`config.mk`:
```
export PLATFORM = sky130hd
export DESIGN_NAME = fft_front
export DESIGN_NICKNAME = d
export VERILOG_FILES = /design/src/hw/rtl/fft_pkg.sv /design/src/hw/rtl/fft_front.sv
export SDC_FILE = /design/constraint.sdc
export NUM_CORES = 1
export LEC_CHECK = 0
export BUFFER_PORTS_ARGS = -buffer_cell sky130_fd_sc_hd__buf_2
export CELL_PAD_IN_SITES_DETAIL_PLACEMENT = 0
export CELL_PAD_IN_SITES_GLOBAL_PLACEMENT = 1
export CORE_MARGIN = 2
export CORE_UTILIZATION = 44
export DETAILED_ROUTE_END_ITERATION = 12
export PLACE_DENSITY = 0.8
export SLEW_MARGIN = 20
export SYNTH_ARGS = -nofsm -noshare
export SYNTH_HDL_FRONTEND = slang
export SYNTH_SLANG_ARGS = --single-unit
export TNS_END_PERCENT = 1
```
`constraint.sdc`:
```
create_clock -name clk -period 3 [get_ports clk]
set_input_delay 0.45 -clock clk [delete_from_list [all_inputs] [get_ports clk]]
set_output_delay 0.45 -clock clk [all_outputs]
set_load 0.05 [all_outputs]
```
`src/hw/rtl/fft_pkg.sv`:
```
// ----------------------------------------------------------------------------
// fft_pkg: shared types, constants and twiddle functions
// Holds the Q1.15 quarter-wave table, the saturating and rounding
// helpers and the sample record from the load front end to the engine.
// ----------------------------------------------------------------------------
package fft_pkg;

  localparam int MAX_PTS = 64;
  localparam int AW      = 6;
  localparam int DW      = 24;

  typedef logic signed [DW-1:0] data_t;
  typedef logic signed [16:0]   twid_t;

  // One loaded sample headed for the engine
  typedef struct packed {
    logic [AW-1:0]  addr;
    logic signed [15:0] re;
    logic signed [15:0] im;
    logic           last;
  } load_beat_t;

  // Engine sequencer states
  typedef enum logic [2:0] {
    ST_LOAD,
    ST_RD_P,
    ST_RD_O,
    ST_MUL,
    ST_SUM,
    ST_WR_O,
    ST_OUT
  } eng_state_t;

  // round(cos(2*pi*j/64) * 32767), j = 0..16
  function automatic logic [15:0] quarter_wave(input logic [4:0] j);
    case (j)
      5'd0:  quarter_wave = 16'd32767;
      5'd1:  quarter_wave = 16'd32609;
      5'd2:  quarter_wave = 16'd32137;
      5'd3:  quarter_wave = 16'd31356;
      5'd4:  quarter_wave = 16'd30273;
      5'd5:  quarter_wave = 16'd28898;
      5'd6:  quarter_wave = 16'd27245;
      5'd7:  quarter_wave = 16'd25329;
      5'd8:  quarter_wave = 16'd23170;
      5'd9:  quarter_wave = 16'd20787;
      5'd10: quarter_wave = 16'd18204;
      5'd11: quarter_wave = 16'd15446;
      5'd12: quarter_wave = 16'd12539;
      5'd13: quarter_wave = 16'd9512;
      5'd14: quarter_wave = 16'd6393;
      5'd15: quarter_wave = 16'd3212;
      default: quarter_wave = 16'd0;
    endcase
  endfunction

  // cos term of twiddle index j (period 64, only j < 32 used)
  function automatic twid_t tw_cos(input logic [4:0] j);
    logic [5:0] m;
    m = 6'd32 - {1'b0, j};
    if (j <= 5'd16) tw_cos = $signed({1'b0, quarter_wave(j)});
    else tw_cos = -$signed({1'b0, quarter_wave(m[4:0])});
  endfunction

  // -sin term of twiddle index j
  function automatic twid_t tw_nsin(input logic [4:0] j);
    logic [4:0] a;
    logic [4:0] b;
    a = 5'd16 - j;
    b = j - 5'd16;
    if (j <= 5'd16) tw_nsin = -$signed({1'b0, quarter_wave(a)});
    else tw_nsin = -$signed({1'b0, quarter_wave(b)});
  endfunction

  // Clamp a 26-bit value to 24 bits
  function automatic data_t sat24(input logic signed [25:0] v);
    if (v > 26'sd8388607) sat24 = 24'sh7FFFFF;
    else if (v < -26'sd8388608) sat24 = 24'sh800000;
    else sat24 = v[DW-1:0];
  endfunction

  // Rounded Q1.15 product: (a*w + 2^14) >>> 15
  function automatic logic signed [25:0] rnd15(input logic signed [40:0] p);
    logic signed [40:0] t;
    t = p + 41'sd16384;
    rnd15 = t[40:15];
  endfunction

endpackage

```
`src/hw/rtl/fft_front.sv`:
```
// ----------------------------------------------------------------------------
// fft_front: sample intake
// Counts samples in a frame, tags each with its store address and the
// end-of-frame mark, and hands them on through a two-entry queue.
// ----------------------------------------------------------------------------
module fft_front #(
  parameter int LEN = 64
) (
  input  logic                clk,
  input  logic                rst_n,
  input  logic                push,
  output logic                full,
  input  logic signed [15:0]  in_re,
  input  logic signed [15:0]  in_im,
  output logic                q_valid,
  input  logic                q_take,
  output fft_pkg::load_beat_t q_beat
);
  import fft_pkg::*;

  logic [AW-1:0] cnt_r, cnt_nxt;
  load_beat_t    slot_r [2];
  logic          wp_r, rp_r;
  logic [1:0]    fill_r;
  logic          acc, take;

  assign full    = (fill_r == 2'd2);
  assign acc     = push && !full;
  assign q_valid = (fill_r != 2'd0);
  assign take    = q_take && q_valid;
  assign q_beat  = slot_r[rp_r];

  // frame position
  always_comb begin
    cnt_nxt = cnt_r;
    if (acc) begin
      if (cnt_r == AW'(LEN - 1)) cnt_nxt = '0;
      else cnt_nxt = cnt_r + 1'b1;
    end
  end

  // queue control
  always_ff @(posedge clk) begin
    if (!rst_n) begin
      cnt_r  <= '0;
      wp_r   <= 1'b0;
      rp_r   <= 1'b0;
      fill_r <= '0;
    end else begin
      cnt_r <= cnt_nxt;
      if (acc) wp_r <= ~wp_r;
      if (take) rp_r <= ~rp_r;
      fill_r <= fill_r + {1'b0, acc} - {1'b0, take};
    end
  end

  // queue payload
  always_ff @(posedge clk) begin
    if (acc) begin
      slot_r[wp_r] <= '{addr: cnt_r, re: in_re, im: in_im,
                        last: (cnt_r == AW'(LEN - 1))};
    end
  end

endmodule

```
After elaboration in Yosys (flattened, before gate mapping)

Memory sizes are Yosys's and may differ from the RTL's. A register that Yosys moved wholly into a read port is not among the register bits.
Cells that the tools add are included.

$add $sub $neg: 3
Equality and inequality tests: 2
Multiplexer cells: 5
Bitwise logic cells: 2
Reductions and logical operators: 4

Operator list:

| cell                  | count |
|---|---|
| $add A6 B1 Y6 const B | 1 |
| $eq A6 B6 Y1 const B  | 1 |
| $mux W6               | 1 |
| $mux W1               | 4 |
| $add A2 B1 Y2         | 1 |
| $eq A2 B2 Y1 const B  | 1 |
| $logic_and A1 B1 Y1   | 2 |
| $not A1 Y1            | 2 |
| $reduce_bool A2 Y1    | 1 |
| $sub A2 B1 Y2         | 1 |
| $logic_not A1 Y1      | 1 |

Register bits: 10
Memory bits (writable): 78
Output and inout bits: 41
Logic and storage cells: 21
Memories: 1

Memory list:

| name   | words | width | read ports | clocked after memory_dff | write ports | RTL line        | source |
|---|---|---|---|---|---|---|---|
| slot_r | 2     | 39    | 1          | 1                        | 1           | fft_front.sv:22 | `load_beat_t slot_r [2];` |

Longest topological paths before layout

Gate-level depths: netlist (run 1).

Depth after elaboration: 5
Mapped depth: 8
Mapped depth without buffers: 8

Least setup slack after synthesis (run 1)

No wires, ideal clock.

Kind: reg-to-reg
Start: register fill_r[0]
End: memory slot_r[0][0] in the netlist's numbering, enable pin
Setup time: 394 ps
Data arrival time: 1,791 ps
Required time: 2,606 ps
Slack: 815 ps
Cell stages (with the launch flop): 6
Buffers on the path: 1
Path through: dfxtp_1 > nand2b_4 > inv_2 > buf_6 > or3_1 > inv_1

Cells in the longest elaborated chain, start to end: 5

RTL lines:

| item                          | RTL line        | source |
|---|---|---|
| start, declared               | fft_front.sv:24 | `logic [1:0] fill_r;` |
| start signal, assigned        | fft_front.sv:53 | `fill_r <= fill_r + {1'b0, acc} - {1'b0, take};` |
| $eq A2 B2 Y1                  | fft_front.sv:27 | `assign full = (fill_r == 2'd2);` |
| net full                      | fft_front.sv:12 | `output logic full,` |
| $logic_not A1 Y1              | fft_front.sv:28 | `assign acc = push && !full;` |
| $logic_and A1 B1 Y1           | fft_front.sv:28 |  |
| $mux W1                       | fft_front.sv:59 | `if (acc) begin` |
| $mux W1 (implied by the code) | fft_front.sv:60 | `slot_r[wp_r] <= '{addr: cnt_r, re: in_re, im: in_im,` |
| end, declared                 | fft_front.sv:22 |  |

The timed path passes the listed nets, and every way through them passes these cells.

==> results of run 1 <==
-- per-layer routing --
layer / GRT usage / routed length [um] / part of all wire / vias up
met2: 0.214 / 2560 / 0.47 / 57
met5: 0 / 0 / 0 / -
met4: 0.0682 / 95 / 0.018 / 0
li1: - / - / - / 876
met3: 0.0315 / 315 / 0.058 / 12
met1: 0.171 / 2450 / 0.45 / 862
-- flip-flops by register name (all words and copies together), names as in the netlist, named ones only --
register	flops
fill_r	2
cnt_r	6
slot_r	78
rp_r	1
wp_r	1
-- kinds of logic (layout without fill, tap and decap cells) --
| family | Yosys count | after routing | synth area share |
|---|---|---|---|
| AOI/OAI and AO/OA | 16 | 16 | 0.0338 |
| xor gates and xnor gates | 3 | 3 | 0.00781 |
| adders and majority gates | 3 | 3 | 0.0111 |
| buffers and inverters | 14 | 103 | 0.0193 |
| DFF | 89 | 89 | 0.761 |
| muxes | 40 | 40 | 0.133 |
| and+or+nand+nor | 21 | 21 | 0.0334 |
-- layout make-up --
| class | count | area (um2) | area share |
|---|---|---|---|
| well taps | 99 | 124 | 0.0308 |
| clock inverters | 7 | 46.3 | 0.0115 |
| repair buffers | 78 | 395 | 0.0982 |
| inverters | 9 | 33.8 | 0.00839 |
| clock buffers | 9 | 124 | 0.0308 |
| multi-input cells | 83 | 741 | 0.184 |
| flip-flops and latches | 89 | 2560 | 0.637 |
-- worst max path at each step --
stage                    from       endpoint  slack (ps)  cells after the start
CTS                 flip-flop      q_beat[0]         760                      3
finish              flip-flop     q_beat[19]         820                      3
global placement         push  slot_r[0][22]        1010                      5
floorplan           fill_r[0]   slot_r[0][0]         820                      5
detailed placement       push  slot_r[0][22]         980                      5
global route        flip-flop     q_beat[24]         720                      3
-- synth_stat cells, drive strengths merged, types with 2 or more instances --
cell type	number	area (um2)
mux2	39	439
o21ai	4	20.0
buf	5	31.3
edfxtp	78	2340
nand3	3	15.0
nand2b	2	20.0
nor2	4	15.0
nand2	5	18.8
inv	9	33.8
dfxtp	11	220
a21oi	4	20.0
xnor2	2	17.5
ha	3	37.5
-- worst max-delay path: cells and delay by family, from the launching register on --
kind / cells / cell delay, ps
buffers and inverters: 2 / 630
DFF: 1 / 320
muxes: 1 / 400
-- placed cells by master, fill, tap and decap left out, types with 2 or more instances in the layout --
cell / count
a21oi_1: 4
buf_2: 76
buf_4: 2
clkbuf_8: 9
clkinv_1: 2
clkinv_2: 2
clkinvlp_4: 2
dfxtp_1: 10
edfxtp_1: 78
ha_1: 3
inv_1: 6
inv_2: 2
mux2_2: 39
nand2_1: 5
nand3_1: 3
nor2_1: 4
o21ai_0: 4
xnor2_1: 2
-- power by group --
part	switching [W]	total [W]	internal (W)
sequential	0.0000470	0.00157	0.00153
combinational	0.000913	0.00127	0.000357
clock	0.000409	0.000708	0.000299
total	0.00137	0.00355	0.00218
-- stage by stage --
| stage | cells | setup slack (ps) |
|---|---|---|
| final | 374 | 815 |
| after global routing | 374 | 721 |
| after CTS | 374 | 764 |
| after detailed placement | 358 | 978 |
| after global placement | 358 | 1010 |
| after floorplan | 186 | 815 |
==> flow_metrics.py, run 1 <==
metrics = {
    "logic_synthesis": {
        "synthCells": 186,
        "synth_seq_cells": 89,
        "synth-async-reset-ratio": 0,
        "seq_area_frac_synth": 0.761,
        "synth_area_um2": 3370,
        "synth.distinct_cells": 33,
        "yosys_warnings": 0,
        "synth-edff-count": 78,
        "syn_area_per_cell_um2": 18.1,
        "syn_nets": 225,
        "synthFlopType": "edfxtp_1",
    },
    "timing": {
        "skew_ps": 5.99,
        "relSlewSlack": 0.377,
        "fmax_mhz": 458,
        "fin_setup_tns_ps": 0,
        "rsz0062_at_grt": "no",
        "whs_ps": 283,
        "setup_viol_count_final": 0,
        "fin_crit_ps": 2180,
        "finalHoldViolCount": 0,
        "period_share": 0.728,
        "drv_slew": 0,
        "tightest_slew_ps": 935,
    },
    "min_path": {
        "worstHoldStart": "in_re[0]",
        "hold_path_end": "slot_r[1][17]",
        "whs_path_depth": 1,
        "hold_class": "in -> reg",
    },
    "worst_setup_path": {
        "start_kind": "flip-flop",
        "r2r_end": "slot_r[0][1]",
        "crit_required_ps": 2550,
        "timing.rr.start": "fill_r[0]",
        "critPathMaxFanout": 39,
        "cp-end-kind": "output port",
        "crit_chain": "buf_4 -> mux2_2 -> buf_2",
        "max_stage_delay_ps": 420,
        "reg2reg_setup_slack_ps": 1080,
        "crit_type": "reg -> out",
        "ff2ff_path_depth": 5,
        "arrival_ps": 1730,
        "cpMaxStageDelayCell": "buf_4",
    },
    "global_route": {
        "grt_max_degree": 40,
        "antenna_found_initial": 0,
        "overflow": 0,
        "grt_pass1_vias": 1807,
        "grt_pass1_wl_um": 8520,
        "track_usage": 0.134,
    },
    "layout": {
        "area_growth_pct": 19.6,
        "drive_gt1_frac": 0.505,
        "final_util": 0.549,
        "stdcell_area_um2": 4030,
        "antennaDiodeCount": 0,
        "fill_cells": 586,
        "layout.nets": 309,
    },
    "route": {
        "vias": 1807,
        "drt_iter0_drc": 65,
        "drcViolationCount": 0,
        "via_per_inst": 4.83,
        "wire_per_inst_um": 14.5,
        "antenna_left": 0,
        "firstDrtPassIters": 5,
        "drt_wl_total_um": 5420,
    },
    "clock_tree": {
        "cts_max_level": 3,
        "cts_hold_buf": 0,
        "clock-sinks": 89,
        "worst_setup_hold_path_clk_slew_ps": 90,
        "cts_buffer_depth": 2,
        "numCtsBuffers": 9,
        "cts_tree": "yes",
        "root_buffer": "clkbuf_8",
        "cts_resized": 0,
        "post-cts-setup-buffer-count": 0,
        "clk_latency_ps": 350,
    },
    "power": {
        "ir_drop_uv": 617,
        "powerDensity_nw_per_um2": 881,
        "totalPowerFinal_w": 0.00355,
        "leakage_nw": 1.50,
    },
    "die": {
        "num_io_pins": 77,
        "start_util": 0.459,
        "row_count": 31,
        "die_area_um2": 8370,
        "die_height_um": 91.5,
        "fp.dieW_um": 91.5,
        "fp.coreArea_um2": 7330,
    },
    "flow_run": {
        "maxCapViolCount": 0,
    },
    "run_status": {
        "outcome": "finished, final reports clean",
    },
    "placement": {
        "placed_cell_area_um2": 3860,
        "hpwl_um": 3460,
        "io_buffer_count": 76,
        "place.gp.congestion": 0.770,
    },
}
(Power assumes the default switching activity.)
==> run 2, diff against run 1 <==
Clock period 3 ns to 2.2 ns, I/O delays scaled along.
==> run 2 against run 1 <==
  * First-iteration DRC count fell by 32%
  * Design area rose by 1.3%
  * Wire length rose by 1.0%
  * Register-to-register slack got worse by 460 ps
==> flow_metrics.py, run 2 (synthesis results as in run 1) <==
metrics = {
    "die": {
        "die_height_um": 91.5,
        "row_count": 31,
        "start_util": 0.459,
        "fp.dieW_um": 91.5,
        "die_area_um2": 8370,
        "fp.coreArea_um2": 7330,
        "num_io_pins": 77,
    },
    "global_route": {
        "grt_max_degree": 40,
        "grt_pass1_wl_um": 8610,
        "overflow": 0,
        "track_usage": 0.135,
        "grt_pass1_vias": 1797,
        "antenna_found_initial": 0,
    },
    "route": {
        "antenna_left": 0,
        "drt_wl_total_um": 5480,
        "wire_per_inst_um": 14.6,
        "drt_iter0_drc": 44,
        "via_per_inst": 4.80,
        "firstDrtPassIters": 4,
        "vias": 1806,
        "drcViolationCount": 0,
    },
    "clock_tree": {
        "worst_setup_hold_path_clk_slew_ps": 90,
        "root_buffer": "clkbuf_8",
        "cts_hold_buf": 0,
        "numCtsBuffers": 9,
        "clk_latency_ps": 340,
        "cts_max_level": 3,
        "post-cts-setup-buffer-count": 0,
        "cts_tree": "yes",
        "cts_buffer_depth": 2,
        "clock-sinks": 89,
        "cts_resized": 0,
    },
    "timing": {
        "skew_ps": 9.38,
        "tightest_slew_ps": 351,
        "finalHoldViolCount": 0,
        "relSlewSlack": 0.766,
        "drv_slew": 0,
        "fmax_mhz": 543,
        "fin_setup_tns_ps": 0,
        "period_share": 0.837,
        "rsz0062_at_grt": "no",
        "fin_crit_ps": 1840,
        "setup_viol_count_final": 0,
    },
    "placement": {
        "hpwl_um": 3690,
        "place.gp.congestion": 0.710,
        "io_buffer_count": 76,
    },
    "layout": {
        "antennaDiodeCount": 0,
        "fill_cells": 595,
        "layout.nets": 311,
        "drive_gt1_frac": 0.509,
        "largest_reg_flops": 78,
        "area_growth_pct": 21.2,
        "top_register": "slot_r",
        "final_cell_mix": "edfxtp_1, buf_2, mux2_2",
        "final_common_cell": "edfxtp_1",
        "top_regs": "slot_r (78), cnt_r (6), fill_r (2)",
    },
    "worst_setup_path": {
        "cp-end-kind": "output port",
        "crit_type": "reg -> out",
        "crit_required_ps": 1870,
        "arrival_ps": 1510,
        "critPathMaxFanout": 39,
        "start_kind": "flip-flop",
    },
    "power": {
        "totalPowerFinal_w": 0.00487,
        "leakage_nw": 1.52,
        "ir_drop_uv": 608,
        "powerDensity_nw_per_um2": 1190,
    },
    "min_path": {
        "hold_class": "in -> reg",
    },
    "flow_run": {
        "maxCapViolCount": 0,
    },
    "run_status": {
        "outcome": "finished, final reports clean",
    },
}
[run 2: cell types whose count changed in the layout (fill, tap and decap cells not counted)]
cell    before  now
buf_4        2    1
buf_12       0    3
[run 2: report_power, final]
part / leakage [nW] / internal (W) / switching [W] / total, W
Sequential: 0.824 / 0.00208 / 0.0000709 / 0.00215
Combinational: 0.609 / 0.000529 / 0.00125 / 0.00177
Clock: 0.0830 / 0.000408 / 0.000542 / 0.000950
[run 2: per-layer routing]
layer,global-route usage,vias up,wire [um]
met3,0.0390,2,307
met2,0.213,50,2690
met1,0.176,873,2440
li1,-,881,-
met5,0,-,0
met4,0.0530,0,37
[run 2: worst paths after layout]
| check | from | endpoint | slack [ps] | depth (start not counted) |
|---|---|---|---|---|
| max | flip-flop | q_beat[18] | 360 | 3 |
| min | in_re[12] | slot_r[1][29] | 170 | 1 |
| max reg2reg | fill_r[0] | slot_r[0][11] | 620 | 5 |
| min reg2reg | cnt_r[4] | cnt_r[4] | 510 | 2 |
[run 2: cell type report]
type | count | area (um2) | share of cell area
flip-flops and latches | 89 | 2560 | 0.628
multi-input cells | 83 | 741 | 0.182
repair buffers | 80 | 448 | 0.110
clock buffers | 9 | 124 | 0.0304
well taps | 99 | 124 | 0.0304
clock inverters | 7 | 46.3 | 0.0113
inverters | 9 | 33.8 | 0.00828
[run 2: metrics by stage]
stage / hold WS (ps) / setup WS, ps / area [um2] / util / cells
finish: 173 / 358 / 4080 / 0.557 / 376
global route: 155 / 286 / 4080 / 0.557 / 376
CTS: 156 / 334 / 4080 / 0.557 / 376
detailed placement: 493 / 635 / 3910 / 0.533 / 360
global placement: 460 / 668 / 3910 / 0.533 / 360
floorplan: 429 / 15.1 / 3370 / - / 186
[run 2: worst max-delay path, stage by stage, from the launching register on]
cell and delay, ps:
dfxtp_2 340, buf_12 230, mux2_2 380, buf_2 210
==> run 3, diff against run 2 <==
Clock period 2.2 ns to 1.8 ns, I/O delays scaled along.
==> run 3 against run 2 <==
  * Hold slack lost 59 ps
  * Combinational power rose by 28%
  * Largest cell class unchanged
  * Register-to-register slack worse by 450 ps
  * Global-route usage increased by 0.34 points
  * Critical endpoint is now q_beat[15]
  * Setup slack got worse by 310 ps
  * Die area unchanged
  * Largest power group unchanged
  * Clock skew grew 2.2 ps
==> flow_metrics.py, run 3 (synthesis results as in run 1) <==
metrics = {
    "timing": {
        "relSlewSlack": 0.798,
        "skew_ps": 11.6,
        "period_share": 0.971,
        "tightest_slew_ps": 300,
        "fin_setup_tns_ps": 0,
        "fmax_mhz": 572,
        "rsz0062_at_grt": "no",
        "fin_crit_ps": 1750,
        "drv_slew": 0,
        "setup_viol_count_final": 0,
        "whs_ps": 114,
        "finalHoldViolCount": 0,
        "setup_slack_ps": 51.8,
    },
    "global_route": {
        "grt_pass1_wl_um": 8850,
        "grt_max_degree": 29,
        "grt_use_met2": 0.210,
        "antenna_found_initial": 0,
        "grt_pass1_vias": 1840,
        "use_met3": 0.0315,
        "track_usage": 0.138,
        "top_usage_layer": "met2",
        "overflow": 0,
        "grt_util_met1": 0.191,
    },
    "layout": {
        "top_register": "slot_r",
        "top_regs": "slot_r (78), cnt_r (6), fill_r (2)",
        "drive_gt1_frac": 0.518,
        "final_common_cell": "edfxtp_1",
        "area_growth_pct": 23.2,
        "layout.nets": 315,
        "largest_reg_flops": 78,
        "final_cell_mix": "edfxtp_1, buf_2, mux2_2",
        "final_util": 0.566,
        "antennaDiodeCount": 0,
    },
    "worst_setup_path": {
        "start_kind": "flip-flop",
        "crit_type": "reg -> out",
        "arrival_ps": 1480,
        "cp-end-kind": "output port",
        "critPathMaxFanout": 14,
        "ff2ff_path_depth": 5,
        "crit_required_ps": 1530,
    },
    "clock_tree": {
        "worst_setup_hold_path_clk_slew_ps": 80,
        "clock-sinks": 89,
        "cts_resized": 0,
        "clk_latency_ps": 340,
        "cts_max_level": 3,
        "cts_hold_buf": 0,
        "root_buffer": "clkbuf_8",
        "cts_tree": "yes",
        "numCtsBuffers": 9,
        "cts_buffer_depth": 2,
        "post-cts-setup-buffer-count": 0,
    },
    "min_path": {
        "hold_class": "in -> reg",
        "whs_path_depth": 1,
    },
    "route": {
        "drt_iter0_drc": 88,
        "via_per_inst": 4.94,
        "vias": 1874,
        "drt_wl_total_um": 5730,
        "drcViolationCount": 0,
        "antenna_left": 0,
        "wire_per_inst_um": 15.1,
        "firstDrtPassIters": 4,
    },
    "die": {
        "die_height_um": 91.5,
        "die_area_um2": 8370,
        "fp.coreArea_um2": 7330,
        "row_count": 31,
        "fp.dieW_um": 91.5,
        "num_io_pins": 77,
        "start_util": 0.459,
    },
    "power": {
        "powerDensity_nw_per_um2": 1490,
        "ir_drop_uv": 849,
        "leakage_nw": 1.56,
        "totalPowerFinal_w": 0.00617,
    },
    "placement": {
        "dp_slack_ps": 173,
        "place.gp.congestion": 0.698,
        "io_buffer_count": 76,
        "hpwl_um": 3810,
    },
    "run_status": {
        "outcome": "finished, final reports clean",
    },
    "flow_run": {
        "maxCapViolCount": 0,
    },
}
[run 3: final cells by class]
cell class	instances	area, um2
tap	99	124
clock inverter	6	57.6
multi-input combinational	83	741
clock buffer	9	124
timing repair buffer	84	499
sequential	89	2570
fill	584	3180
inverter	9	37.5
[run 3: power by group]
group | internal (W) | switching, W
Combinational | 0.000706 | 0.00155
Clock | 0.000627 | 0.000638
Sequential | 0.00254 | 0.0000986
[run 3: per-layer routing]
layer	up-vias	part of all wire	wire length, um
met3	9	0.058	333
met2	61	0.47	2670
met1	918	0.46	2640
li1	886	-	-
met5	-	0	0
met4	0	0.017	96
[run 3: metrics by stage]
| stage | instance area (um2) | std cells |
|---|---|---|
| 4_1_cts | 4120 | 378 |
| 3_5_place_dp | 3940 | 363 |
| 5_1_grt | 4150 | 379 |
| 2_1_floorplan | 3370 | 186 |
| 3_3_place_gp | 3940 | 363 |
| 6_report | 4150 | 379 |
[run 3: worst paths after layout]
check	startpoint	end	slack, ps
hold / removal	in_re[1]	slot_r[1][18]	110
setup reg to reg	fill_r[0]	slot_r[0][33]	170
setup / recovery	flip-flop	q_beat[15]	50
hold reg to reg	wp_r	wp_r	510
[run 3: worst max-delay path, cell delays in order, from the launching register on]
cell and delay, ps:
dfxtp_4 400, clkbuf_16 190, mux2_2 340, buf_2 210
